## src/hdl/snp_pkg.sv

```systemverilog
// Shared types and constants for the slope map to normal pixel pipeline.
package snp_pkg;

  localparam int SlopeW = 23;
  localparam int SqW = 46;
  localparam int LenW = 48;
  localparam int RemW = 79;
  localparam int DimW = 96;
  localparam int SumW = DimW + 1;
  localparam int RootW = 25;
  localparam int ProdW = SlopeW + RootW;
  localparam int NumCells = RootW;

  localparam logic [15:0] GainReset = 16'd5120;
  localparam logic [7:0] AlphaByte = 8'hFF;
  localparam logic [RemW-1:0] RemInit = {1'b1, {(RemW-1){1'b0}}};
  localparam logic [LenW-1:0] UnitLenSq = LenW'(64'd1 << 30);

  typedef struct packed {
    logic              xneg;
    logic              yneg;
    logic [SlopeW-1:0] xm;
    logic [SlopeW-1:0] ym;
  } snp_pix_t;

  typedef struct packed {
    logic             vld;
    snp_pix_t         pix;
    logic [RemW-1:0]  rem;
    logic [RemW-1:0]  w;
    logic [DimW-1:0]  d;
    logic [RootW-1:0] r;
  } snp_cell_t;

endpackage

```

## src/hdl/snp_map.sv

```systemverilog
// Output stages: scale slopes by the reciprocal root and map to bytes.
module snp_map import snp_pkg::*; (
  input  logic      clk,
  input  logic      rst,
  input  logic      en,
  input  snp_cell_t cell_in,
  output logic      out_vld,
  output logic [7:0] normal_x,
  output logic [7:0] normal_y,
  output logic [7:0] normal_z
);

  localparam logic [ProdW-1:0] Half = ProdW'(64'd1 << 39);

  function automatic logic [7:0] to_byte(input logic [ProdW-1:0] mag, input logic neg);
    logic [ProdW-1:0] m;
    logic [40:0] u;
    logic [48:0] t;
    m = (mag > Half) ? Half : mag;
    u = neg ? 41'(Half - m) : 41'(Half + m);
    t = {u, 8'd0} - {8'd0, u};
    return t[47:40];
  endfunction

  logic m1_vld;
  logic m1_xneg;
  logic m1_yneg;
  logic [ProdW-1:0] px;
  logic [ProdW-1:0] py;
  logic [ProdW-1:0] pz;

  always_ff @(posedge clk) begin
    if (rst) begin
      m1_vld <= 1'b0;
      out_vld <= 1'b0;
    end else if (en) begin
      m1_vld <= cell_in.vld;
      out_vld <= m1_vld;
    end
  end

  always_ff @(posedge clk) begin
    if (en) begin
      m1_xneg <= cell_in.pix.xneg && (cell_in.pix.xm != '0);
      m1_yneg <= cell_in.pix.yneg && (cell_in.pix.ym != '0);
      px <= {{RootW{1'b0}}, cell_in.pix.xm} * {{SlopeW{1'b0}}, cell_in.r};
      py <= {{RootW{1'b0}}, cell_in.pix.ym} * {{SlopeW{1'b0}}, cell_in.r};
      pz <= {{(ProdW-RootW-15){1'b0}}, cell_in.r, 15'd0};
      normal_x <= to_byte(px, m1_xneg);
      normal_y <= to_byte(py, m1_yneg);
      normal_z <= to_byte(pz, 1'b0);
    end
  end

endmodule

```

## config.mk

```make
export PLATFORM = sky130hd
export DESIGN_NAME = snp_map
export DESIGN_NICKNAME = d
export VERILOG_FILES = /design/src/hdl/snp_pkg.sv /design/src/hdl/snp_map.sv
export SDC_FILE = /design/constraint.sdc
export NUM_CORES = 2
export LEC_CHECK = 0
export BUFFER_PORTS_ARGS = -buffer_cell sky130_fd_sc_hd__buf_2
export CAP_MARGIN = 20
export CORE_UTILIZATION = 64
export CTS_CLUSTER_DIAMETER = 80
export DETAILED_ROUTE_END_ITERATION = 8
export HOLD_SLACK_MARGIN = 0.12
export MAX_ROUTING_LAYER = met4
export PLACE_DENSITY = 0.84
export RECOVER_POWER = 25
export SLEW_MARGIN = 20
export SYNTH_ARGS = -nofsm -noshare
export SYNTH_HDL_FRONTEND = slang
export SYNTH_SLANG_ARGS = --single-unit
```

## constraint.sdc

```tcl
create_clock -name clk -period 7.9 [get_ports clk]
set_input_delay 0.395 -clock clk [delete_from_list [all_inputs] [get_ports clk]]
set_output_delay 0.395 -clock clk [all_outputs]
set_load 0.05 [all_outputs]
```

==> results.md <==
- Outcome: finished, violations left
- Failing checks: capacitance limit, slew limit
- Final Hold Viols: 0
- Port Buffers: 101
- Post-DP HPWL: 100,000 um
- CP required: 8140 ps
- Critical Path AT: 7800 ps
- Ports: 356
- # DRC: 0
- Nets: 7,182
- Area of the core: 74,600 um^2
- Worst hold path class: primary input to flip-flop
- Endpoint type of the worst setup path: flip-flop
- Syn-to-layout area delta: 4.65%
- DRT antenna net count: 0
- Die Ht: 277 um
- Synth Area per Inst: 8.81 um^2
- Async set-reset flop share out of synthesis: 0%
- Worst Hold Path Cells: 3
- Row count: 100
- CTS sink cnt: 149
- Share of post-route cells with drive strength above 1: 5.19%
- Period minus WS final: 7560 ps
- Grt total ovfl: 0
- Sequential area share after synthesis: 9.22%
- Synth unique cells: 88
- Critical path class: primary input to flip-flop
- Dpl cells: 6,407
- Post-synth EDFFs: 147
- Mapped Nets: 7,208
- Most used flip-flop cell after synthesis: edfxtp_1
- Fin util: 67.8%
- Vias in the first global route: 40.1k
- Antenna violations before repair: 5
- Via Count: 38.2k
- Synth area leaders: fa_1 (40%), ha_1 (11%), edfxtp_1 (9.1%)
- CP startpoint kind: primary input
- Final Setup Violations: 0
- Vias per cell: 5.93
- Critical path peak fanout: 19
- Largest net degree at the start of global routing: 80
- Router iterations before antenna repair: 5
- Final WL: 124,000 um
- CTS tree: done
- Fin crit share: 95.7%
- Clock Pin Slew Worst Setup and Hold Paths: 70 ps
- Die Width: 277 um
- Commonest cells in the netlist: inv_1 (1,161), fa_1 (960), nand2_1 (814)
- Cell taking the most area after synthesis: fa_1
- Worst Reg2Reg Path Length in Cells: 22
- H-tree levels: 4
- Global-route wire length before repair: 205,000 um
- Max cap viols: 1
- Die area: 76,600 um^2
- Worst-margin pin slew: 4460 ps
- Skew final: 10.2 ps
- CTS root buf: clkbuf_16
- Synth warnings: 0
- Fin Setup TNS: 0 ps
- Routability congestion estimate: 0.965
- Slew Viols, Final: 80
- Achievable frequency: 0.132 GHz
- Finished Layout Cells: 6,445
- Slew margin rel.: -198%
- Total GRT Usage: 34.6%
- Cell Area, Synth: 48,300 um^2
- Top-count cell post-synth: inv_1
- Clk Latency, worst-skew pair: 480 ps
- Initial Utilization: 64.8%
- Routed length per instance: 19.2 um
- Total CTS buffers: 17
- FF+latch count, synth: 149
- RSZ-0062 raised after global routing: false
- Mapped Cells: 5,484
- Clock buffer depth: 2
- DRT iter0 DRCs: 3,186
- Synth top area share: 39.8%
## path summary, 6_finish.rpt
check | from | end | slack [ps]
min | cell_in[327] | m1_vld | 160
max | cell_in[14] | py[40] | 340
min reg2reg | out_vld | out_vld | 500
max reg2reg | px[1] | normal_x[5] | 1290
## flip-flops by register name, indices dropped and copies added (netlist names)
signal and cells:
normal_y 8, normal_z 8, py 48, m1_vld 1
normal_x 8, px 48, pz 25, m1_xneg 1
m1_yneg 1, out_vld 1
## kinds of logic after synthesis
group,share of synthesized area (%)
AND/OR/NAND/NOR,17.8
buffers and inverters,11.2
adder cells (fa/ha/maj),51.0
AO/OA/AOI/OAI,8.22
flip-flops,9.22
XOR/XNOR,2.45
multiplexers,0.104
## metrics by stage
stage	hold slack (ps)	cell area [um^2]	setup slack, ps
CTS	145	50600	463
global route	177	50600	84.4
floorplan	460	48300	607
finish	161	50600	343
global placement	473	50000	28.0
detailed placement	491	50000	-11.8
## layer usage
metal	up-vias	track usage [%]	wire [um]	part of all wire, %
met4	0	9.37	3210	2.6
met5	-	-	0	0
li1	16800	-	-	-
met3	277	5.98	12800	10
met2	1981	54.1	57500	47
met1	19100	46.8	50100	41
## cells in the final DEF (no fill, tap or decap), types with 19 or more instances in the layout
master,Yosys,layout
a21o_1,101,101
nor4_1,32,32
a31oi_1,24,24
a21oi_1,178,178
edfxtp_1,147,147
nand4_1,28,28
o21bai_1,19,19
nand2_1,814,814
nor3_1,42,42
xor2_1,46,46
nand2b_1,20,20
xnor2_1,89,89
o21a_1,22,22
buf_2,1,95
buf_4,0,117
o31ai_1,25,25
inv_1,1161,1161
ha_1,433,433
fa_1,960,960
nand3_1,50,50
o21ai_0,107,107
nor2_1,153,153
and2_1,503,502
and3_1,23,23
## layout make-up
cell class | count | area (um^2)
inverters | 1164 | 4370
clock buffers | 18 | 429
diodes | 5 | 12.5
fillers | 5641 | 24000
well taps | 969 | 1210
multi-input cells | 3902 | 38500
clock inverters | 14 | 150
repair buffers | 224 | 1490
flip-flops and latches | 149 | 4450
## worst max-delay path, stage by stage
cell and delay (ps):
buf_2 540, nand2_1 170, fa_1 590, fa_1 450
fa_1 510, fa_1 530, inv_1 60, fa_1 520
fa_1 500, inv_1 50, fa_1 470, inv_1 40
ha_1 320, and4_1 250, and2_1 190, a211oi_1 490
a211oi_1 210, o21ai_0 260, a21oi_1 110, or2_2 330
a31o_2 280, a2111o_1 400, o311ai_0 130
## repair_timing
action                    CTS  global route
buffers inserted            0             0
hold endpoints to repair    2             0
resized for setup           0             0
hold buffers                1             0
Power is not shown: default switching activity piles up to over one toggle a cycle in this logic, so the estimate is an artifact.
