**src/hdl/snp_pkg.sv**
```systemverilog
// Shared types and constants for the slope map to normal pixel pipeline.
package snp_pkg;

  localparam int SlopeW = 23;
  localparam int SqW = 46;
  localparam int LenW = 48;
  localparam int RemW = 79;
  localparam int DimW = 96;
  localparam int SumW = DimW + 1;
  localparam int RootW = 25;
  localparam int ProdW = SlopeW + RootW;
  localparam int NumCells = RootW;

  localparam logic [15:0] GainReset = 16'd5120;
  localparam logic [7:0] AlphaByte = 8'hFF;
  localparam logic [RemW-1:0] RemInit = {1'b1, {(RemW-1){1'b0}}};
  localparam logic [LenW-1:0] UnitLenSq = LenW'(64'd1 << 30);

  typedef struct packed {
    logic              xneg;
    logic              yneg;
    logic [SlopeW-1:0] xm;
    logic [SlopeW-1:0] ym;
  } snp_pix_t;

  typedef struct packed {
    logic             vld;
    snp_pix_t         pix;
    logic [RemW-1:0]  rem;
    logic [RemW-1:0]  w;
    logic [DimW-1:0]  d;
    logic [RootW-1:0] r;
  } snp_cell_t;

endpackage

```
**src/hdl/snp_front.sv**
```systemverilog
// Front stages: slope magnitudes, gain products, squares and root seed.
module snp_front import snp_pkg::*; (
  input  logic        clk,
  input  logic        rst,
  input  logic        en,
  input  logic        in_vld,
  input  logic [7:0]  slope_red,
  input  logic [7:0]  slope_green,
  input  logic [15:0] bump_gain,
  output snp_cell_t   cell_out
);

  logic [7:0] green_inv;
  logic [7:0] xd;
  logic [7:0] yd;
  logic [23:0] xprod;
  logic [23:0] yprod;
  snp_pix_t pix_next;

  logic v1;
  snp_pix_t p1;
  logic v2;
  snp_pix_t p2;
  logic [SqW-1:0] xsq;
  logic [SqW-1:0] ysq;
  logic [LenW-1:0] len_sq;

  always_comb begin
    green_inv = 8'd255 - slope_green;
    pix_next.xneg = !slope_red[7];
    pix_next.yneg = !green_inv[7];
    xd = pix_next.xneg ? 8'd128 - slope_red : slope_red - 8'd128;
    yd = pix_next.yneg ? 8'd128 - green_inv : green_inv - 8'd128;
    xprod = {16'd0, xd} * {8'd0, bump_gain};
    yprod = {16'd0, yd} * {8'd0, bump_gain};
    pix_next.xm = xprod[SlopeW-1:0];
    pix_next.ym = yprod[SlopeW-1:0];
  end

  always_ff @(posedge clk) begin
    if (rst) begin
      v1 <= 1'b0;
      v2 <= 1'b0;
    end else if (en) begin
      v1 <= in_vld;
      v2 <= v1;
    end
  end

  always_ff @(posedge clk) begin
    if (en) begin
      p1 <= pix_next;
      p2 <= p1;
      xsq <= {{SlopeW{1'b0}}, p1.xm} * {{SlopeW{1'b0}}, p1.xm};
      ysq <= {{SlopeW{1'b0}}, p1.ym} * {{SlopeW{1'b0}}, p1.ym};
    end
  end

  always_comb begin
    len_sq = {2'b00, xsq} + {2'b00, ysq} + UnitLenSq;
    cell_out.vld = v2;
    cell_out.pix = p2;
    cell_out.rem = RemInit;
    cell_out.w = '0;
    cell_out.d = {len_sq, {(DimW-LenW){1'b0}}};
    cell_out.r = '0;
  end

endmodule

```
**config.mk**
```make
export PLATFORM = sky130hd
export DESIGN_NAME = snp_front
export DESIGN_NICKNAME = d
export VERILOG_FILES = /design/src/hdl/snp_pkg.sv /design/src/hdl/snp_front.sv
export SDC_FILE = /design/constraint.sdc
export NUM_CORES = 2
export LEC_CHECK = 0
export BUFFER_PORTS_ARGS = -buffer_cell sky130_fd_sc_hd__buf_2
export CAP_MARGIN = 25
export CORE_MARGIN = 2
export CORE_UTILIZATION = 25
export DETAILED_ROUTE_END_ITERATION = 6
export PLACE_DENSITY_LB_ADDON = 0.12
export SLEW_MARGIN = 10
export SYNTH_ARGS = -nofsm -noshare
export SYNTH_HDL_FRONTEND = slang
export SYNTH_SLANG_ARGS = --single-unit
```
**constraint.sdc**
```tcl
create_clock -name clk -period 6.6 [get_ports clk]
set_input_delay 0.66 -clock clk [delete_from_list [all_inputs] [get_ports clk]]
set_output_delay 0.66 -clock clk [all_outputs]
set_load 0.02 [all_outputs]
```
==> flow_summary.json <==
{
  "max-slew-margin-rel": 0.408,
  "ff2ff_path_depth": 24,
  "netlist_instances": 5063,
  "drt-met1-wl_um": 65400,
  "route.final.wire_length_um": 143000,
  "setup_repair_after_global_routing_missed_its_margin": "yes",
  "fin_ws_ns": -0.297,
  "grt_remaining_overflow": 0,
  "tritoncts_num_sinks": 186,
  "dp_cells": 8146,
  "crit_path_start_kind": "flop",
  "cap_violations": 0,
  "clock_tree.buffer_depth": 2,
  "finalHoldViolations": 0,
  "clk_pin_slew_worst_paths_ns": 0.09,
  "io_pins": 364,
  "tritoncts_clock_tree": "done",
  "timing.critical_path.slowest_cell_delay_ns": 0.59,
  "yosys_warnings": 0,
  "fin_crit_sh": 1.04,
  "layout.filler_cells": 20300,
  "critical-path-top-cell-by-count": "fa_1",
  "post-route-cell-area_mm2": 0.0588,
  "postPlaceCellArea_mm2": 0.0558,
  "gp_congestion": 0.820,
  "starting_density_of_the_core": 0.251,
  "detailroute.wirelength.met3_um": 2940,
  "die_w_um": 444,
  "final-setup-viol-count": 26,
  "timing_worst_setup_path_type": "flop to flop",
  "ys_seq_area_frac": 0.115,
  "crit_path_max_fanout": 7,
  "firstDrtPassIters": 5,
  "netlist-cell-type-count": 77,
  "worst-r2r-setup-slack_ns": -0.30,
  "htree_num_levels": 4,
  "cp_data_arrival_time_ns": 7.18,
  "post_cts_hold_buffer_count": 0,
  "timing.final.crit_period_ns": 6.90,
  "cts-buffers-inserted": 17,
  "grt_pass1_vias": 37900,
  "top_signal_layer_used": "met5",
  "drc": 0,
  "violations": "setup timing",
  "die_height_um": 444,
  "gr_util_all_layers": 0.147,
  "core_box_area_mm2": 0.192,
  "crit_chain": "buf_6 > buf_12 > buf_8 > nand2_4 > fa_1 > fa_1 > fa_1 > inv_2 > fa_1 > fa_1 > fa_1 > inv_2 > fa_1 > inv_2 > ha_4 > buf_6 > nand3_4 > nor3_4 > nand4_1 > or3_4 > a211o_1 > a21boi_2 > a41oi_2 > xnor2_1",
  "outcome": "complete, but fails checks",
  "initialDrtViolationCount": 1224,
  "worst_hold_path_type": "input port to flop",
  "max_freq_mhz": 145,
  "postRouteAntennaNets": 0,
  "insertion_delay_ns": 0.55,
  "synth.ff_latch_count": 186,
  "vias": 34300,
  "fp-row-count": 161,
  "timing.hold.worst_path_depth": 2,
  "end_kind": "flop",
  "worstPathRequired_ns": 6.88,
  "grt_start_max_net_pins": 95,
  "average_size_of_a_mapped_cell_um2": 9.55,
  "fin_worst_skew_ns": 0.0258,
  "die_area_mm2": 0.197,
  "number_of_antenna_violations_at_the_first_check_in_global_routing": 11,
  "syn2layout_area_growth_pct": 21.5,
  "fin_setup_tns_ns": -3.86,
  "wire_per_inst_um": 17.3,
  "finalNonFillerCells": 8261,
  "crit_path_max_delay_cell_type": "fa_1",
  "count_of_nets_after_finishing": 7217,
  "layout-drive-gt1-share": 0.206,
  "port-buffer-count": 132,
  "via_per_instance_ratio": 4.16,
  "grt_first_pass_wirelength_um": 223000,
  "async_reset_ff_frac": 0,
  "edff_count_synth": 184,
  "final_max_slew_viol_count": 0,
  "clk_root_buffer_cell": "clkbuf_16",
  "place_hpwl_um": 121000,
  "finish.utilization": 0.305,
  "worst-slew-pin-transition_ns": 0.888,
  "synth_ff_type": "edfxtp_1",
  "met2WireLength_um": 72700,
  "synth.cell_area_mm2": 0.0484
}
==> flip-flops by register name, summed over array words and instances (netlist names) <==
name,cells
ysq,44
cell_out,48
v1,1
p1,48
v2,1
xsq,44
==> metal layers <==
metal	GRT usage	up-vias
met4	0.0207	10
met3	0.0135	56
met1	0.196	17600
met2	0.264	368
li1	-	16300
met5	0	-
==> critical path, delay by kind of cell, from the launching register on <==
family | cells | cell delay (ns)
adders and majority gates | 8 | 3.96
and+or+nand+nor | 5 | 0.81
AOI/OAI and AO/OA | 3 | 0.69
buffers and inverters | 7 | 0.63
DFF | 1 | 0.37
xor gates and xnor gates | 1 | 0.15
==> stage by stage <==
step	hold WS [ns]	setup slack, ns
final	0.285	-0.297
after global routing	0.242	-0.501
after global placement	0.405	-0.586
after detailed placement	0.416	-0.583
after floorplan	0.400	-0.00189
after CTS	0.212	-0.288
==> synth_stat cells, drive strengths merged, types with 4 or more instances <==
| library cell | instances | area [µm²] |
|---|---|---|
| or2 | 13 | 81.3 |
| nor2b | 73 | 457 |
| a41oi | 5 | 51.3 |
| and4 | 6 | 55.1 |
| o211ai | 5 | 47.5 |
| or3 | 5 | 31.3 |
| nand2 | 468 | 1760 |
| edfxtp | 184 | 5530 |
| o21a | 18 | 135 |
| nor4 | 4 | 40.0 |
| nand2b | 36 | 225 |
| xnor2 | 126 | 1100 |
| nand3 | 31 | 155 |
| a21oi | 157 | 805 |
| xor2 | 76 | 666 |
| nor3 | 27 | 135 |
| nand4 | 33 | 206 |
| a21boi | 4 | 33.8 |
| o31ai | 12 | 114 |
| inv | 1188 | 4460 |
| o21bai | 28 | 210 |
| mux2 | 5 | 56.3 |
| and3 | 16 | 100 |
| o21ai | 77 | 385 |
| o22ai | 4 | 25.0 |
| a211oi | 17 | 148 |
| a211o | 5 | 43.8 |
| buf | 237 | 1770 |
| nor2 | 117 | 439 |
| fa | 936 | 18700 |
| a31oi | 23 | 144 |
| clkbuf | 162 | 609 |
| and2 | 286 | 1790 |
| a31o | 8 | 70.1 |
| ha | 525 | 6570 |
| a21o | 98 | 736 |
| a2111oi | 5 | 43.8 |
==> area by class of cell <==
class | count | area, µm² | area share
Clock inverter | 15 | 161 | 0.00275
Tap cell | 2526 | 3160 | 0.0538
Inverter | 1189 | 4460 | 0.0760
Clock buffer | 17 | 425 | 0.00724
Multi-Input combinational cell | 3519 | 38200 | 0.650
Sequential cell | 186 | 5570 | 0.0947
Timing Repair Buffer | 807 | 6750 | 0.115
Antenna cell | 2 | 5.00 | 0.0000852
==> cell families (layout without fill, tap and decap cells) <==
logic type,after synthesis,in the layout,synth area share
AOI/OAI and AO/OA,497,497,0.0681
xor gates and xnor gates,202,202,0.0366
adders and majority gates,1461,1461,0.523
buffers and inverters,1588,2028,0.141
DFF,186,186,0.115
muxes,8,8,0.00178
other,2,234,0.000155
and+or+nand+nor,1119,1119,0.114
==> path summary, 6_finish.rpt <==
check / startpoint / to
hold / removal: rst / v2
hold reg to reg: p1[47] / cell_out[326]
setup / recovery: p1[4] / ysq[42]
setup reg to reg: p1[4] / ysq[42]
==> what timing repair did <==
item	in CTS	in global routing
cloned	1	5
buffers inserted	38	44
gates resized for setup	156	264
pin swaps	82	158
hold endpoints to repair	0	0
endpoints found under the setup margin	40	46
==> placed cells by master (no fill, tap or decap), types with 54 or more instances in the layout <==
master	synthesis	routed
a21oi_1	152	133
xor2_1	76	70
xnor2_1	126	119
buf_12	0	54
buf_4	234	560
edfxtp_1	184	184
fa_1	936	886
a21o_1	98	98
nor2_1	117	107
buf_2	0	131
and2_1	286	264
nor2b_1	73	71
nand2_1	467	431
conb_1	2	232
inv_1	1188	1137
ha_1	525	485
Power is not shown: default switching activity piles up to over one toggle a cycle in this logic, so the estimate is an artifact.
