[src/hdl/snp_pkg.sv]
// Shared types and constants for the slope map to normal pixel pipeline.
package snp_pkg;

  localparam int SlopeW = 23;
  localparam int SqW = 46;
  localparam int LenW = 48;
  localparam int RemW = 79;
  localparam int DimW = 96;
  localparam int SumW = DimW + 1;
  localparam int RootW = 25;
  localparam int ProdW = SlopeW + RootW;
  localparam int NumCells = RootW;

  localparam logic [15:0] GainReset = 16'd5120;
  localparam logic [7:0] AlphaByte = 8'hFF;
  localparam logic [RemW-1:0] RemInit = {1'b1, {(RemW-1){1'b0}}};
  localparam logic [LenW-1:0] UnitLenSq = LenW'(64'd1 << 30);

  typedef struct packed {
    logic              xneg;
    logic              yneg;
    logic [SlopeW-1:0] xm;
    logic [SlopeW-1:0] ym;
  } snp_pix_t;

  typedef struct packed {
    logic             vld;
    snp_pix_t         pix;
    logic [RemW-1:0]  rem;
    logic [RemW-1:0]  w;
    logic [DimW-1:0]  d;
    logic [RootW-1:0] r;
  } snp_cell_t;

endpackage

[src/hdl/snp_cell.sv]
// One digit cell of the reciprocal square root chain.
module snp_cell import snp_pkg::*; (
  input  logic      clk,
  input  logic      rst,
  input  logic      en,
  input  snp_cell_t cell_in,
  output snp_cell_t cell_out
);

  logic [SumW-1:0] trial;
  logic acc;
  snp_cell_t cell_next;

  // The remainder tracks 2^78 minus r^2 * S; w and d carry the cross and
  // square terms of the next trial bit, prescaled so every cell is identical.
  always_comb begin
    trial = {{(SumW-RemW){1'b0}}, cell_in.w} + {1'b0, cell_in.d};
    acc = trial <= {{(SumW-RemW){1'b0}}, cell_in.rem};
    cell_next.vld = cell_in.vld;
    cell_next.pix = cell_in.pix;
    cell_next.rem = acc ? cell_in.rem - trial[RemW-1:0] : cell_in.rem;
    cell_next.w = (cell_in.w >> 1) + (acc ? cell_in.d[RemW-1:0] : {RemW{1'b0}});
    cell_next.d = cell_in.d >> 2;
    cell_next.r = {cell_in.r[RootW-2:0], acc};
  end

  always_ff @(posedge clk) begin
    if (rst) begin
      cell_out <= '0;
    end else if (en) begin
      cell_out <= cell_next;
    end
  end

endmodule

[config.mk]
export PLATFORM = sky130hd
export DESIGN_NAME = snp_cell
export DESIGN_NICKNAME = d
export VERILOG_FILES = /design/src/hdl/snp_pkg.sv /design/src/hdl/snp_cell.sv
export SDC_FILE = /design/constraint.sdc
export NUM_CORES = 1
export LEC_CHECK = 0
export BUFFER_PORTS_ARGS = -buffer_cell sky130_fd_sc_hd__buf_2
export CAP_MARGIN = 5
export CORE_ASPECT_RATIO = 1.75
export CORE_MARGIN = 2
export CORE_UTILIZATION = 30
export CTS_CLUSTER_DIAMETER = 200
export DETAILED_ROUTE_END_ITERATION = 7
export PLACE_DENSITY = 0.5
export SYNTH_ARGS = -nofsm -noshare
export SYNTH_HDL_FRONTEND = slang
export SYNTH_SLANG_ARGS = --single-unit
[constraint.sdc]
create_clock -name clk -period 15.5 [get_ports clk]
set_clock_uncertainty 0.15 [all_clocks]
set_input_delay 1.55 -clock clk [delete_from_list [all_inputs] [get_ports clk]]
set_output_delay 1.55 -clock clk [all_outputs]
set_load 0.05 [all_outputs]
==> results of run 1 <==
## layout make-up
class                   instances  area, um2  share of cell area [%]
well taps                    1317       1648                   4.629
repair buffers                683       3508                   9.855
clock buffers                  51       1061                   2.980
diodes                         11      27.53                 0.07732
inverters                     234      878.3                   2.467
flip-flops and latches        326       6526                   18.33
multi-input cells            3241      21790                   61.21
clock inverters                14      158.9                  0.4464
## cells by family after synthesis
| kind of cell | Yosys count | synth area share, % |
|---|---|---|
| compound gates | 1115 | 23.06 |
| xor+xnor | 226 | 6.572 |
| fa+ha+maj | 317 | 13.24 |
| buf+inv | 475 | 6.052 |
| flops | 326 | 21.67 |
| mux | 246 | 8.192 |
| other cells | 1 | 0.01245 |
| simple gates | 1335 | 21.20 |
## path summary, 6_finish.rpt
check	from	end	slack, ns	cells past startpoint
worst max register to register	cell_out[197]$_SDFFE_PP0P_	cell_out[197]$_SDFFE_PP0P_	14.53	3
worst min register to register	cell_out[255]$_SDFFE_PP0P_	cell_out[255]$_SDFFE_PP0P_	0.29	2
worst min-delay path	cell_out[255]$_SDFFE_PP0P_	cell_out[255]$_SDFFE_PP0P_	0.29	2
worst max-delay path	cell_in[25]	cell_out[197]$_SDFFE_PP0P_	1.61	43
## layer usage
metal	vias to the layer above	wire (um)	GRT usage, %	part of all wire (%)
met5	-	205	0	0.15
met4	32	8096	13.61	5.7
met3	279	8332	5.210	5.9
met2	1045	70660	47.82	50
met1	14940	53970	28.66	38
li1	15420	-	-	-
## report_power, final
| group | total (mW) | switching [mW] | internal, mW |
|---|---|---|---|
| combinational | 1.60 | 1.10 | 0.498 |
| sequential | 0.918 | 0.0268 | 0.891 |
| clock | 0.931 | 0.401 | 0.530 |
## stage by stage
step           cells  utilization (%)
6_report        5877            35.76
4_1_cts         5866            35.73
3_3_place_gp    5801            34.51
2_1_floorplan   4042                -
3_5_place_dp    5801            34.51
5_1_grt         5874            35.75
## Yosys cell counts, types with 20 or more instances
cell / count / area share [%]
or4_1: 24 / 0.60
a31oi_1: 55 / 1.1
clkbuf_1: 209 / 2.6
o21bai_1: 55 / 1.4
a211oi_1: 42 / 1.0
and2_1: 97 / 2.0
nor3_1: 59 / 0.98
dfxtp_1: 326 / 22
o211ai_1: 26 / 0.65
o31ai_1: 25 / 0.62
nand2b_1: 21 / 0.44
o311ai_0: 30 / 0.87
mux2i_1: 242 / 8.0
xnor2_1: 125 / 3.6
a21oi_1: 386 / 6.4
inv_1: 234 / 2.9
xor2_1: 101 / 2.9
and3_1: 46 / 0.96
or3_1: 33 / 0.69
nand3_1: 113 / 1.9
nor2_1: 445 / 5.5
nand4_1: 110 / 2.3
ha_1: 314 / 13
o21a_1: 31 / 0.77
a21o_1: 104 / 2.6
nor2b_1: 20 / 0.42
nand2_1: 303 / 3.8
o21ai_0: 222 / 3.7
## placed cells by master, fill, tap and decap left out, types with 25 or more instances in the layout
| cell type | n |
|---|---|
| buf_4 | 28 |
| o31ai_1 | 25 |
| mux2i_1 | 242 |
| xor2_1 | 101 |
| nand3_1 | 113 |
| o311ai_0 | 30 |
| o211ai_1 | 26 |
| o21a_1 | 31 |
| o21ai_0 | 222 |
| and2_1 | 97 |
| nand2_1 | 303 |
| a211oi_1 | 42 |
| ha_1 | 314 |
| clkbuf_16 | 39 |
| inv_1 | 233 |
| or3_1 | 33 |
| nor3_1 | 59 |
| a21o_1 | 104 |
| a31oi_1 | 55 |
| nor2_1 | 443 |
| and3_1 | 46 |
| xnor2_1 | 125 |
| a21oi_1 | 386 |
| o21bai_1 | 55 |
| buf_2 | 653 |
| dfxtp_1 | 326 |
| nand4_1 | 110 |
## worst max-delay path, delay by kind of cell
kind / cells / cell delay [ns]
XOR/XNOR: 1 / 0.20
AO/OA/AOI/OAI: 22 / 6.79
AND/OR/NAND/NOR: 12 / 3.54
adder cells (fa/ha/maj): 5 / 1.75
buffers and inverters: 3 / 0.35
==> flow_summary.toml, run 1 <==
[floorplanning]
rows = 153
core_area_mm2 = 0.09955
fp.dieW_um = 243.5
io_pins = 659
die_area_mm2 = 0.1031
start_util_pct = 30.26
die_height_um = 423.2

[detailed_routing]
antenna_left = 0
wl_um = 141300
drt_iter0_markers = 1731
drcViolationCount = 0
firstDrtPassIters = 7
avgViaCountPerCell = 5.396
num_vias = 31710
wl_per_cell_um = 24.04

[yosys]
synth_edf_count = 0
synth_ff_type = "dfxtp_1"
synth_seq_cells = 326
async_flop_share_pct = 0
synth_seq_area_share_pct = 21.67
synth_cells = 4041
synth_warnings = 0
syn_area_mm2 = 0.03012
syn_avg_cell_area_um2 = 7.454
synth_cell_types = 78

[sta]
worst_hold_slack_ns = 0.2921
worst_slack_ns = 1.609
setup_viol = 0
drv_slew = 0
fin_crit_sh_pct = 89.62
worst_pin_slew_ns = 1.062
rsz0062_at_grt = "false"
tns_ns = 0
fin_crit_ns = 13.89
hold_viol_final = 0
fmax_mhz = 71.99
relSlewSlack_pct = 28.69

[cts]
cts_max_level = 2
clkTransAtPathRegs_ns = 0.06
cts_tree = "done"
clkSinkCount = 326
root_buffer = "clkbuf_16"
clk_latency_ns = 0.57
cts_resized = 0
post_cts_buffers = 0
cts-buffers-inserted = 37
cts_buffer_depth = 3
postCtsHoldBufs = 0

[placement]
place_ws_ns = 1.147
dpl.hpwl_um = 116700
place_area_mm2 = 0.03435
port_buffers = 655
place_congestion = 0.9651

[grt]
grt_pass1_wl_um = 205100
antenna_found_initial = 38
grt.total_usage_pct = 26.31
overflow = 0
grt_max_degree = 83
first_global_vias = 31500

[layout]
fillCellCount = 10850
syn2layout_area_growth_pct = 18.19
final_cell_area_mm2 = 0.03560
top_regs = "cell_out (326)"
largest_register_ff_count = 326
drive_gt1_share_pct = 16.93
top_register = "cell_out"
fin_nets = 5171

[job]
drv_cap = 0

[critical_path]
critPathRequiredTime_ns = 15.81
cp.arrival_ns = 14.20
cp_common_cell = "o21ai_0"
end_kind = "flop"
slowest_stage = "nor3_4"
worstSetupPathType = "in -> reg"
crit_path_max_fanout = 16
critPathMaxStageDelay_ns = 0.71
worstSetupStartpointType = "primary input"

[min_path]
hold_path.class = "reg -> reg"

[pwr]
max-vdd-ir-drop_uv = 78.12
power_mw = 3.447
leakage_nw = 16.98
powerDensity_mw_per_mm2 = 96.83

[run_status]
status = "complete, no violations"
Note: power is estimated with default switching activity, not from simulation.
==> run 2, diff against run 1 <==
CORE_ASPECT_RATIO = unset   (was 1.75)
CORE_UTILIZATION = 42   (was 30)
GPL_TIMING_DRIVEN = 0   (was unset)
PLACE_DENSITY = 0.65   (was 0.5)
==> run 2 against run 1 <==
Compared with the run above:
- design area rose by 1.0%
- clock-buffer cell count up 7
- cell count decreased by 2.5%
- wire length shrank 2.6%
- combinational power barely moved
- critical path depth is the same
- global-route usage is 9.1 points higher
- worst hold slack better by 0.010 ns
- sequential share of layout area is 0.18 points lower
- sequential power hardly changed
- sequential cell count unchanged
- largest cell class unchanged
==> flow_summary.toml, run 2 (same netlist as run 1, synthesis figures left out) <==
[run_status]
status = "complete, no violations"

[detailed_routing]
wl_per_cell_um = 24.01
drcViolationCount = 0
firstDrtPassIters = 6
num_vias = 33660
antenna_left = 0
drt_iter0_markers = 3528
avgViaCountPerCell = 5.875
wl_um = 137600

[pwr]
comb_power_share_pct = 45.6
clkPwrFrac_pct = 28.0
switching_power_mw = 1.548
power.internal_mw = 1.942
max-vdd-ir-drop_uv = 99.85
pwr-share-seq_pct = 26.4
swShare_pct = 44.36
powerDensity_mw_per_mm2 = 97.06
power_mw = 3.490
leakage_nw = 17.21

[cts]
root_buffer = "clkbuf_16"
cts_tree = "done"
cts-buffers-inserted = 40
clkTransAtPathRegs_ns = 0.06
cts_max_level = 2
postCtsHoldBufs = 0
cts_buffer_depth = 3
clkSinkCount = 326
clk_latency_ns = 0.60

[sta]
fin_crit_sh_pct = 95.86
setup_viol = 0
fmax_mhz = 67.30
worst_slack_ns = 0.6417
worst_pin_slew_ns = 1.411
drv_slew = 0
relSlewSlack_pct = 5.959
hold_viol_final = 0
fin_crit_ns = 14.86
rsz0062_at_grt = "false"

[critical_path]
worstSetupPathType = "in -> reg"
path_buf_inv = 4
end_kind = "flop"
cp_common_cell = "o21ai_0"
slowest_stage = "a31oi_1"
worstSetupStartpointType = "primary input"
cp.arrival_ns = 15.10
startpoint = "cell_in[25]"
critPathRequiredTime_ns = 15.74
cp_top_family = "compound AO/OA/AOI/OAI gates"
critPathMaxStageDelay_ns = 0.60
rr_startpoint = "cell_out[197]$_SDFFE_PP0P_"
crit_path_max_fanout = 10

[floorplanning]
fp.dieW_um = 271.8
core_area_mm2 = 0.07124
rows = 98
die_height_um = 271.8
io_pins = 659
start_util_pct = 42.28
die_area_mm2 = 0.07387

[placement]
place_congestion = 1.039
place_inst = 5644
place_area_mm2 = 0.03459
dpl.hpwl_um = 114600
place_ws_ns = -0.7269
port_buffers = 651

[min_path]
worstHoldStart = "cell_out[196]$_SDFFE_PP0P_"
hold_path.class = "reg -> reg"

[grt]
first_global_vias = 31130
grt.total_usage_pct = 35.45
grt_pass1_wl_um = 199500
grt_max_degree = 20
overflow = 0
antenna_found_initial = 24

[layout]
fin_nets = 5383
fin_cells = 5730
final_cell_area_mm2 = 0.03596
final_util_pct = 50.48
largest_register_ff_count = 326
drive_gt1_share_pct = 15.93
top_regs = "cell_out (326)"
layout_common_cells = "buf_2 (661), nor2_1 (445), a21oi_1 (385), dfxtp_1 (326), ha_1 (314)"
top_register = "cell_out"
syn2layout_area_growth_pct = 19.40
final_common_cell = "buf_2"

[job]
drv_cap = 0
[run 2: changes by cell type in the layout (fill, tap and decap cells not counted), moves of 3 or more]
| cell | delta |
|---|---|
| clkbuf_1 | +210 |
| buf_4 | -25 |
| buf_1 | +16 |
| buf_2 | +8 |
| diode_2 | +5 |
| clkbuf_16 | +3 |
[run 2: metrics by stage]
step           hold WS [ns]  setup TNS [ns]
2_1_floorplan        0.5154               0
3_3_place_gp         0.2824         -0.8261
3_5_place_dp         0.2903         -0.8956
4_1_cts              0.3041               0
5_1_grt              0.3229               0
6_report             0.3023               0
[run 2: worst paths after layout]
check	to	slack, ns	depth (start not counted)
hold / removal	cell_out[196]$_SDFFE_PP0P_	0.30	2
hold reg to reg	cell_out[196]$_SDFFE_PP0P_	0.30	2
setup reg to reg	cell_out[197]$_SDFFE_PP0P_	14.47	3
setup / recovery	cell_out[192]$_SDFFE_PP0P_	0.64	43
[run 2: routing by layer]
layer	vias to the layer above	global-route usage (%)	part of all wire (%)
met5	-	0	0.010
met4	2	13.94	4.3
met3	277	4.706	7.8
met2	1581	55.08	44
met1	15950	49.50	44
li1	15850	-	-
[run 2: power groups by stage]
stage	clock [mW]	sequential [mW]	combinational, mW
floorplan	0	1.12	0.874
global placement	0	0.936	1.55
detailed placement	0	0.937	1.54
CTS	0.984	0.920	1.55
global route	1.02	0.925	1.71
finish	0.977	0.921	1.59
[run 2: layout make-up]
type                       count  area [um2]
buffer                       240       943.4
antenna                       16       40.04
multi-input combinational   3241       21800
tap                          950        1189
fill                        7355       35280
inverter                     234       878.3
sequential                   326        6526
clock buffer                  58        1171
timing repair buffer         652        3273
clock inverter                13       142.6
[run 2: repair_timing]
item | in CTS | in global routing
setup buffers | 0 | 0
gates resized for setup | 1 | 5
hold endpoints to repair | 0 | 0
setup endpoints to repair | 1 | 8
[run 2: worst register-to-register path, stage by stage (launching register included)]
cell,delay (ns)
dfxtp_1,0.31
nand2_1,0.06
o311ai_0,0.14
a211o_1,0.27
